### src/rtl/core/modular_exponentiation_macros.svh
// Assertion macros for the modular exponentiation block.
// Included by the top level; no other dependencies.
`ifndef MODULAR_EXPONENTIATION_MACROS_SVH
`define MODULAR_EXPONENTIATION_MACROS_SVH
`ifndef NO_ASSERTIONS
`define MEXP_ASSERT_NOW(label, clk, rst, ante, cons, msg) \
   label: assert property (@(posedge clk) disable iff (rst) (ante) |-> (cons)) \
      else $error(msg);
`define MEXP_ASSERT_NEXT(label, clk, rst, ante, cons, msg) \
   label: assert property (@(posedge clk) disable iff (rst) (ante) |=> (cons)) \
      else $error(msg);
`else
`define MEXP_ASSERT_NOW(label, clk, rst, ante, cons, msg)
`define MEXP_ASSERT_NEXT(label, clk, rst, ante, cons, msg)
`endif
`endif

### src/rtl/core/mexp_pkg.sv
// Shared types and constants for the modular exponentiation block.
// No dependencies; used by the controller, the datapath and the top level.
package mexp_pkg;

   localparam int DATA_W        = 32;
   localparam int WIDTH_DEFAULT = 32;

   typedef enum logic [2:0] {
      ST_IDLE,
      ST_RED_RUN,
      ST_CHECK,
      ST_MUL_RUN,
      ST_SQ_START,
      ST_SQR_RUN,
      ST_FINISH
   } state_type;

   typedef enum logic [1:0] {
      OP_REDUCE,
      OP_MULT,
      OP_SQUARE
   } op_type;

   typedef struct packed {
      logic   load;
      logic   mul_init;
      logic   mul_step;
      logic   mul_last;
      logic   exp_shift;
      logic   out_load;
      op_type op;
   } cmd_type;

   typedef struct packed {
      logic m_zero;
      logic exp_zero;
      logic exp_bit0;
      logic exp_one;
      logic out_free;
   } status_type;

endpackage

### src/rtl/core/mexp_ctrl.sv
// Sequencer for the modular exponentiation block: state machine and step counter.
// Depends on mexp_pkg; drives the datapath through cmd_type, reads status_type.
module mexp_ctrl #(
   parameter int WIDTH = mexp_pkg::WIDTH_DEFAULT
) (
   input  logic                   clock,
   input  logic                   reset,
   input  logic                   req_tvalid,
   output logic                   req_tready,
   input  mexp_pkg::status_type   status,
   output mexp_pkg::cmd_type      cmd
);
   import mexp_pkg::*;

   localparam int CW = (WIDTH > 1) ? $clog2(WIDTH) : 1;
   localparam logic [CW-1:0] CNT_LAST = CW'(WIDTH - 1);

   state_type      state_ff, state_in;
   logic [CW-1:0]  cnt_ff, cnt_in;
   logic           cnt_last;

   assign cnt_last = (cnt_ff == CNT_LAST);

   always_ff @(posedge clock) begin
      if (reset) begin
         state_ff <= ST_IDLE;
         cnt_ff   <= '0;
      end else begin
         state_ff <= state_in;
         cnt_ff   <= cnt_in;
      end
   end

   // one multiplier bit per cycle; clear between products
   always_comb begin
      if (cmd.mul_step && !cnt_last) begin
         cnt_in = cnt_ff + CW'(1);
      end else begin
         cnt_in = '0;
      end
   end

   always_comb begin
      state_in = state_ff;
      unique case (state_ff)
         ST_IDLE: begin
            if (req_tvalid) begin
               state_in = status.m_zero ? ST_FINISH : ST_RED_RUN;
            end
         end
         ST_RED_RUN: begin
            if (cnt_last) state_in = ST_CHECK;
         end
         ST_CHECK: begin
            if (status.exp_zero) begin
               state_in = ST_FINISH;
            end else if (status.exp_bit0) begin
               state_in = ST_MUL_RUN;
            end else begin
               state_in = ST_SQR_RUN;
            end
         end
         ST_MUL_RUN: begin
            if (cnt_last) state_in = ST_SQ_START;
         end
         ST_SQ_START: begin
            // skip the square after the top exponent bit
            state_in = status.exp_one ? ST_CHECK : ST_SQR_RUN;
         end
         ST_SQR_RUN: begin
            if (cnt_last) state_in = ST_CHECK;
         end
         ST_FINISH: begin
            if (status.out_free) state_in = ST_IDLE;
         end
         default: state_in = ST_IDLE;
      endcase
   end

   always_comb begin
      cmd        = '0;
      cmd.op     = OP_REDUCE;
      req_tready = 1'b0;
      unique case (state_ff)
         ST_IDLE: begin
            req_tready = 1'b1;
            cmd.load   = req_tvalid;
         end
         ST_RED_RUN: begin
            cmd.mul_step = 1'b1;
            cmd.mul_last = cnt_last;
            cmd.op       = OP_REDUCE;
         end
         ST_CHECK: begin
            cmd.mul_init = !status.exp_zero;
            cmd.op       = status.exp_bit0 ? OP_MULT : OP_SQUARE;
         end
         ST_MUL_RUN: begin
            cmd.mul_step = 1'b1;
            cmd.mul_last = cnt_last;
            cmd.op       = OP_MULT;
         end
         ST_SQ_START: begin
            cmd.exp_shift = status.exp_one;
            cmd.mul_init  = !status.exp_one;
            cmd.op        = OP_SQUARE;
         end
         ST_SQR_RUN: begin
            cmd.mul_step  = 1'b1;
            cmd.mul_last  = cnt_last;
            cmd.exp_shift = cnt_last;
            cmd.op        = OP_SQUARE;
         end
         ST_FINISH: begin
            cmd.out_load = status.out_free;
         end
         default: begin
            cmd = '0;
         end
      endcase
   end

endmodule

### src/rtl/core/mexp_dp.sv
// Datapath for the modular exponentiation block: modulus register, operand
// registers, bit-serial modular multiplier and output register. Depends on mexp_pkg.
module mexp_dp #(
   parameter int WIDTH = mexp_pkg::WIDTH_DEFAULT
) (
   input  logic                          clock,
   input  logic                          reset,
   input  logic                          csr_we,
   input  logic [mexp_pkg::DATA_W-1:0]   csr_wdata,
   input  logic [mexp_pkg::DATA_W-1:0]   base,
   input  logic [mexp_pkg::DATA_W-1:0]   exponent,
   input  mexp_pkg::cmd_type             cmd,
   output mexp_pkg::status_type          status,
   output logic                          rsp_tvalid,
   input  logic                          rsp_tready,
   output logic [mexp_pkg::DATA_W-1:0]   rsp_tdata
);
   import mexp_pkg::*;

   localparam int W = WIDTH;

   logic [W-1:0]      m_ff, m_in;
   logic [W-1:0]      a_ff, a_in;
   logic [W-1:0]      b_ff, b_in;
   logic [W-1:0]      acc_ff, acc_in;
   logic [W-1:0]      sq_ff, sq_in;
   logic [W-1:0]      res_ff, res_in;
   logic [W-1:0]      exp_ff, exp_in;
   logic [DATA_W-1:0] out_ff, out_in;
   logic              out_valid_ff, out_valid_in;

   logic              m_is_one;
   logic [W-1:0]      one_m;
   logic [W+1:0]      sum;
   logic [W+1:0]      m1;
   logic [W+1:0]      m2;
   logic [W-1:0]      step_res;

   assign m_is_one = (m_ff == W'(1));
   assign one_m    = m_is_one ? '0 : W'(1);

   // acc <- (2*acc + a*bit) mod m; the sum stays below 3m
   assign sum = {1'b0, acc_ff, 1'b0} + (b_ff[W-1] ? {2'b00, a_ff} : '0);
   assign m1  = {2'b00, m_ff};
   assign m2  = {1'b0, m_ff, 1'b0};

   always_comb begin
      if (sum >= m2) begin
         step_res = W'(sum - m2);
      end else if (sum >= m1) begin
         step_res = W'(sum - m1);
      end else begin
         step_res = W'(sum);
      end
   end

   always_comb begin
      m_in = m_ff;
      if (csr_we) m_in = W'(csr_wdata);
   end

   always_comb begin
      a_in   = a_ff;
      b_in   = b_ff;
      acc_in = acc_ff;
      sq_in  = sq_ff;
      res_in = res_ff;
      exp_in = exp_ff;
      if (cmd.load) begin
         // reduce the base: multiply it by one, bit by bit
         a_in   = one_m;
         b_in   = W'(base);
         acc_in = '0;
         res_in = W'(1);
         exp_in = W'(exponent);
      end
      if (cmd.mul_init) begin
         acc_in = '0;
         case (cmd.op)
            OP_MULT: begin
               a_in = m_is_one ? '0 : res_ff;
               b_in = sq_ff;
            end
            default: begin
               a_in = sq_ff;
               b_in = sq_ff;
            end
         endcase
      end
      if (cmd.mul_step) begin
         acc_in = step_res;
         b_in   = {b_ff[W-2:0], 1'b0};
         if (cmd.mul_last) begin
            case (cmd.op)
               OP_MULT: res_in = step_res;
               default: sq_in  = step_res;
            endcase
         end
      end
      if (cmd.exp_shift) exp_in = {1'b0, exp_ff[W-1:1]};
   end

   always_comb begin
      out_in       = out_ff;
      out_valid_in = out_valid_ff;
      if (rsp_tready) out_valid_in = 1'b0;
      if (cmd.out_load) begin
         out_in       = (m_ff == '0) ? '0 : DATA_W'(res_ff);
         out_valid_in = 1'b1;
      end
   end

   always_ff @(posedge clock) begin
      if (reset) begin
         m_ff         <= W'(2);
         out_valid_ff <= 1'b0;
      end else begin
         m_ff         <= m_in;
         out_valid_ff <= out_valid_in;
      end
   end

   always_ff @(posedge clock) begin
      a_ff   <= a_in;
      b_ff   <= b_in;
      acc_ff <= acc_in;
      sq_ff  <= sq_in;
      res_ff <= res_in;
      exp_ff <= exp_in;
      out_ff <= out_in;
   end

   assign status.m_zero   = (m_ff == '0);
   assign status.exp_zero = (exp_ff == '0);
   assign status.exp_bit0 = exp_ff[0];
   assign status.exp_one  = (exp_ff[W-1:1] == '0);
   assign status.out_free = !out_valid_ff || rsp_tready;

   assign rsp_tvalid = out_valid_ff;
   assign rsp_tdata  = out_ff;

endmodule

### src/rtl/core/modular_exponentiation.sv
// Modular exponentiation top level: base^exponent mod modulus, right to left.
// Depends on mexp_pkg, mexp_ctrl, mexp_dp and modular_exponentiation_macros.svh.
//
// Usage:
//   csr_we/csr_wdata write the modulus (reset value 2); write it only while idle.
//   The req channel takes one item (base, exponent) at a time; req_tready is
//   high only while the sequencer is idle.
//   The rsp channel gives exactly one result per item from an output register.
// Sequence:
//   load, reduction of the base, then per exponent bit a check state, the multiply
//   plus a start state for the square when the bit is set, and the square
//   (skipped after the top bit); a last check state and a state to hand the
//   result over. The bit-serial modular multiplier takes one multiplier bit per
//   cycle.
//   A zero modulus skips all products and yields 0.
// Reset clears the sequencer and the output valid and sets the modulus to 2.
// When rsp_tready is low the result holds; the next item can still be taken,
// but its result waits in the sequencer until the output register is free.
`include "modular_exponentiation_macros.svh"

module modular_exponentiation #(
   parameter int WIDTH = mexp_pkg::WIDTH_DEFAULT
) (
   input  logic                            clock,
   input  logic                            reset,
   input  logic                            csr_we,
   input  logic [mexp_pkg::DATA_W-1:0]     csr_wdata,   // modulus
   input  logic                            req_tvalid,
   output logic                            req_tready,
   input  logic [2*mexp_pkg::DATA_W-1:0]   req_tdata,   // base, exponent
   output logic                            rsp_tvalid,
   input  logic                            rsp_tready,
   output logic [mexp_pkg::DATA_W-1:0]     rsp_tdata    // power_result
);
   import mexp_pkg::*;

   cmd_type    cmd;
   status_type status;
   logic       req_fire;

   assign req_fire = req_tvalid && req_tready;

   mexp_ctrl #(
      .WIDTH (WIDTH)
   ) u_ctrl (
      .clock      (clock),
      .reset      (reset),
      .req_tvalid (req_tvalid),
      .req_tready (req_tready),
      .status     (status),
      .cmd        (cmd)
   );

   mexp_dp #(
      .WIDTH (WIDTH)
   ) u_dp (
      .clock      (clock),
      .reset      (reset),
      .csr_we     (csr_we),
      .csr_wdata  (csr_wdata),
      .base       (req_tdata[DATA_W-1:0]),
      .exponent   (req_tdata[2*DATA_W-1:DATA_W]),
      .cmd        (cmd),
      .status     (status),
      .rsp_tvalid (rsp_tvalid),
      .rsp_tready (rsp_tready),
      .rsp_tdata  (rsp_tdata)
   );

   `MEXP_ASSERT_NOW(a_no_accept_mid_product, clock, reset, req_tready, !cmd.mul_step, "item accepted during a product")
   `MEXP_ASSERT_NEXT(a_load_shows_result, clock, reset, cmd.out_load, rsp_tvalid, "loaded result not presented")
   `MEXP_ASSERT_NEXT(a_zero_modulus_skips, clock, reset, req_fire && status.m_zero, !cmd.mul_step, "product started with zero modulus")

endmodule
### config.mk
export PLATFORM = sky130hd
export DESIGN_NAME = modular_exponentiation
export DESIGN_NICKNAME = d
export VERILOG_FILES = /design/src/rtl/core/mexp_pkg.sv /design/src/rtl/core/mexp_ctrl.sv /design/src/rtl/core/mexp_dp.sv /design/src/rtl/core/modular_exponentiation.sv
export VERILOG_INCLUDE_DIRS = /design/src /design/src/rtl/core
export SDC_FILE = /design/constraint.sdc
export NUM_CORES = 1
export LEC_CHECK = 0
export BUFFER_PORTS_ARGS = -buffer_cell sky130_fd_sc_hd__clkbuf_2
export CAP_MARGIN = 10
export CORE_ASPECT_RATIO = 1.5
export CORE_MARGIN = 2
export CORE_UTILIZATION = 55
export CTS_BUF_LIST = sky130_fd_sc_hd__clkbuf_4 sky130_fd_sc_hd__clkbuf_8
export CTS_CLUSTER_DIAMETER = 30
export DETAILED_ROUTE_END_ITERATION = 7
export PLACE_DENSITY_LB_ADDON = 0.15
export SETUP_SLACK_MARGIN = 0.1
export SLEW_MARGIN = 10
export SYNTH_ARGS = -nofsm -noshare
export SYNTH_HDL_FRONTEND = slang
export SYNTH_SLANG_ARGS = --single-unit
### constraint.sdc
create_clock -name clock -period 9.6 [get_ports clock]
set_input_delay 0.96 -clock clock [delete_from_list [all_inputs] [get_ports clock]]
set_output_delay 0.96 -clock clock [all_outputs]
set_load 0.01 [all_outputs]
==> results.toml <==
[floorplan]
initial_core_util_pct = 55.9
dieArea_sq_um = 31500
floorplan.io_pins = 135
row_count = 77
fp.coreArea_sq_um = 29600
die_width_um = 146
die-height_um = 216

[synth]
syn-num-nets = 1952
synthTopCellsByArea = "sky130_fd_sc_hd__edfxtp_1 (35%), sky130_fd_sc_hd__dfxtp_1 (9.1%), sky130_fd_sc_hd__ha_1 (7.3%), sky130_fd_sc_hd__nand2_1 (4.3%), sky130_fd_sc_hd__a21oi_1 (3.6%)"
synth_edf_count = 190
post-synth-top-area-fraction_pct = 34.5
yosys_warnings = 0
synth-simple-area-share_pct = 17.4
ys_types = 74
synth_top_family_by_area = "simple AND/OR/NAND/NOR gates"
synth_flop_cell = "sky130_fd_sc_hd__edfxtp_1"
synth.mux.area_fraction_pct = 6.17
synthesis.instances = 1751
synth_area_leader_cell = "sky130_fd_sc_hd__edfxtp_1"
synth_area_sq_um = 16500
async_set_reset_flop_share_out_of_synthesis_pct = 0
synth_xor_xnor_area_share_pct = 4.03
synth_seq_cells = 265
seq_area_frac_synth_pct = 43.6
synth_compound_gate_area_share_pct = 17.1
synth.avg_cell_area_sq_um = 9.44
adder_and_majority_cell_fraction_of_the_synthesized_area_pct = 7.70

[timing]
max_clock_freq_mhz = 131
worst-slew-pin-transition_ns = 1.23
clock-skew-final_ns = 0.0278
grt_setup_unrepaired = "no"
finalHoldViolations = 0
timing_max_transition_violations_final = 0
post-route-min-period_ns = 7.64
setup_viol_count_final = 0
min_period_over_period_pct = 79.6
final_setup_tns_ns = 0
worst_slew_slack_as_a_fraction_of_its_limit_pct = 18.0

[worst_setup_path]
timing.critical_path.from_type = "flop"
worstPathArrival_ns = 7.95
crit_start = "u_dp.b_ff[31]"
end_kind = "flop"
critical_path_required_ns = 9.90
worstSetupPathType = "reg -> reg"
timing.rr.start = "u_dp.b_ff[31]"
critical_path_peak_fanout = 56

[finish]
leading_cell_types_in_the_layout_fill_and_taps_excluded = "sky130_fd_sc_hd__edfxtp_1 (190), sky130_fd_sc_hd__nand2_1 (185), sky130_fd_sc_hd__nor2_1 (146), sky130_fd_sc_hd__clkbuf_2 (134), sky130_fd_sc_hd__a21oi_1 (117)"
antenna_cells_inserted = 0
layout.cells.most_common = "sky130_fd_sc_hd__edfxtp_1"
post_route_cells_drive_above_1_share_pct = 15.3
final_net_count = 2066
syn_to_final_growth_pct = 11.8
layout_fillers = 2560

[worst_hold_path]
worstHoldStart = "u_ctrl.cnt_ff[0]"
hp-class = "reg -> reg"

[global_route]
global_route_wire_length_before_repair_um = 70200
grt_util_all_layers_pct = 27.8
grt_antenna_before_repair = 0
vias_in_the_first_global_route = 13200
grt_overflow = 0
grt_start_max_net_pins = 87

[clocking]
worst_skew_pair.late_latency_ns = 0.60
cts-hold-fix-buffers = 0
post-cts-setup-buffers = 0
cts_max_path_buffers = 3
clock_edge_transition_at_the_registers_on_the_reported_setup_and_hold_paths_ns = 0.06
tritoncts.num_buffers = 44
tritoncts = "built"
tritoncts_num_sinks = 265
htree_num_levels = 2
post_cts_resize_count = 0
ctsRootBufferMaster = "sky130_fd_sc_hd__clkbuf_8"

[detailed_routing]
dr_total_vias = 13500
drt-initial-drc-count = 1082
drt_drc_violations_left = 0
remaining_number_of_nets_flagged_by_the_antenna_check_after_routing = 0
drt_pass1_iterations = 5
wl_final_um = 44400
routed_len_inst_um = 19.3
routed_via_density = 5.90

[status]
status = "finished, final reports clean"

[place]
placement.io_buffers = 134
dp_hpwl_um = 33400
globalplace.congestion = 0.935

[flow_run]
drv_cap = 0
-- area by class of cell --
class,instances,area (sq um),share of cell area (%)
inverter,88,330,1.79
sequential,265,7210,39.0
clock inverter,30,292,1.58
clock buffer,52,672,3.63
multi-input combinational,1318,8720,47.2
tap,395,494,2.67
timing repair buffer,148,776,4.19
-- critical path: stages (launching register included) --
cell                       delay [ns]
sky130_fd_sc_hd__edfxtp_1        0.90
sky130_fd_sc_hd__and2_1          0.24
sky130_fd_sc_hd__ha_1            0.19
sky130_fd_sc_hd__inv_1           0.06
sky130_fd_sc_hd__fa_1            0.39
sky130_fd_sc_hd__nand2b_1        0.18
sky130_fd_sc_hd__a21oi_1         0.27
sky130_fd_sc_hd__o21ai_0         0.23
sky130_fd_sc_hd__a21boi_0        0.46
sky130_fd_sc_hd__a21boi_1        0.26
sky130_fd_sc_hd__o211a_1         0.27
sky130_fd_sc_hd__a311oi_1        0.51
sky130_fd_sc_hd__ha_1            0.44
sky130_fd_sc_hd__and3_1          0.22
sky130_fd_sc_hd__nand3_1         0.07
sky130_fd_sc_hd__nor4_1          0.87
sky130_fd_sc_hd__a221o_1         0.32
sky130_fd_sc_hd__a221o_2         0.85
sky130_fd_sc_hd__mux2i_1         0.51
sky130_fd_sc_hd__nor2_1          0.10
-- synthesized netlist by cell type (all sizes together), types with 47 or more instances --
library cell  instances
ha                   97
mux2i                49
nand3                69
nor2                148
dfxtp                75
mux2                 47
clkbuf               66
edfxtp              190
o21ai                92
inv                  88
xnor2                49
a21oi               118
and2                 50
nand2               188
-- state kept, by name (all words and copies together), names as in the netlist --
register,count
u_dp.rsp_tdata,32
u_dp.exp_ff,32
u_ctrl.cnt_ff,5
u_dp.m_ff,32
u_ctrl.state_ff,3
u_dp.acc_ff,32
u_dp.res_ff,32
u_dp.sq_ff,32
u_dp.rsp_tvalid,1
u_dp.a_ff,32
u_dp.b_ff,32
-- layer usage --
metal	share of wire, %	vias up	global-route usage (%)
met4	4.4	0	12.4
met5	0	-	0
met2	46	445	45.4
met3	5.3	90	3.26
met1	44	6377	37.3
li1	-	6623	-
-- per-stage QoR --
step	hold slack [ns]	worst slack (ns)	cell area [sq um]	util, %	std cells
after global placement	0.436	2.11	17500	59.3	2214
after detailed placement	0.467	2.05	17500	59.3	2214
final	0.471	1.96	18500	62.5	2296
after floorplan	0.418	4.37	16500	-	1751
after global routing	0.493	1.67	18500	62.5	2296
after CTS	0.476	2.03	18500	62.5	2296
-- cell families after synthesis --
group,count (synthesis)
simple gates,608
compound gates,438
flops,265
buf+inv,168
fa+ha+maj,100
mux,96
xor+xnor,76
-- path summary, 6_finish.rpt --
| check | endpoint | slack (ns) | depth (start not counted) |
|---|---|---|---|
| worst min register to register | u_ctrl.cnt_ff[0] | 0.47 | 1 |
| worst max register to register | u_dp.acc_ff[24] | 1.96 | 19 |
| worst max-delay path | u_dp.acc_ff[24] | 1.96 | 19 |
| worst min-delay path | u_ctrl.cnt_ff[0] | 0.47 | 1 |
Power is left out: the tool's default activity adds up to more than one toggle a clock period on the data nets, which glitch-free logic cannot reach.
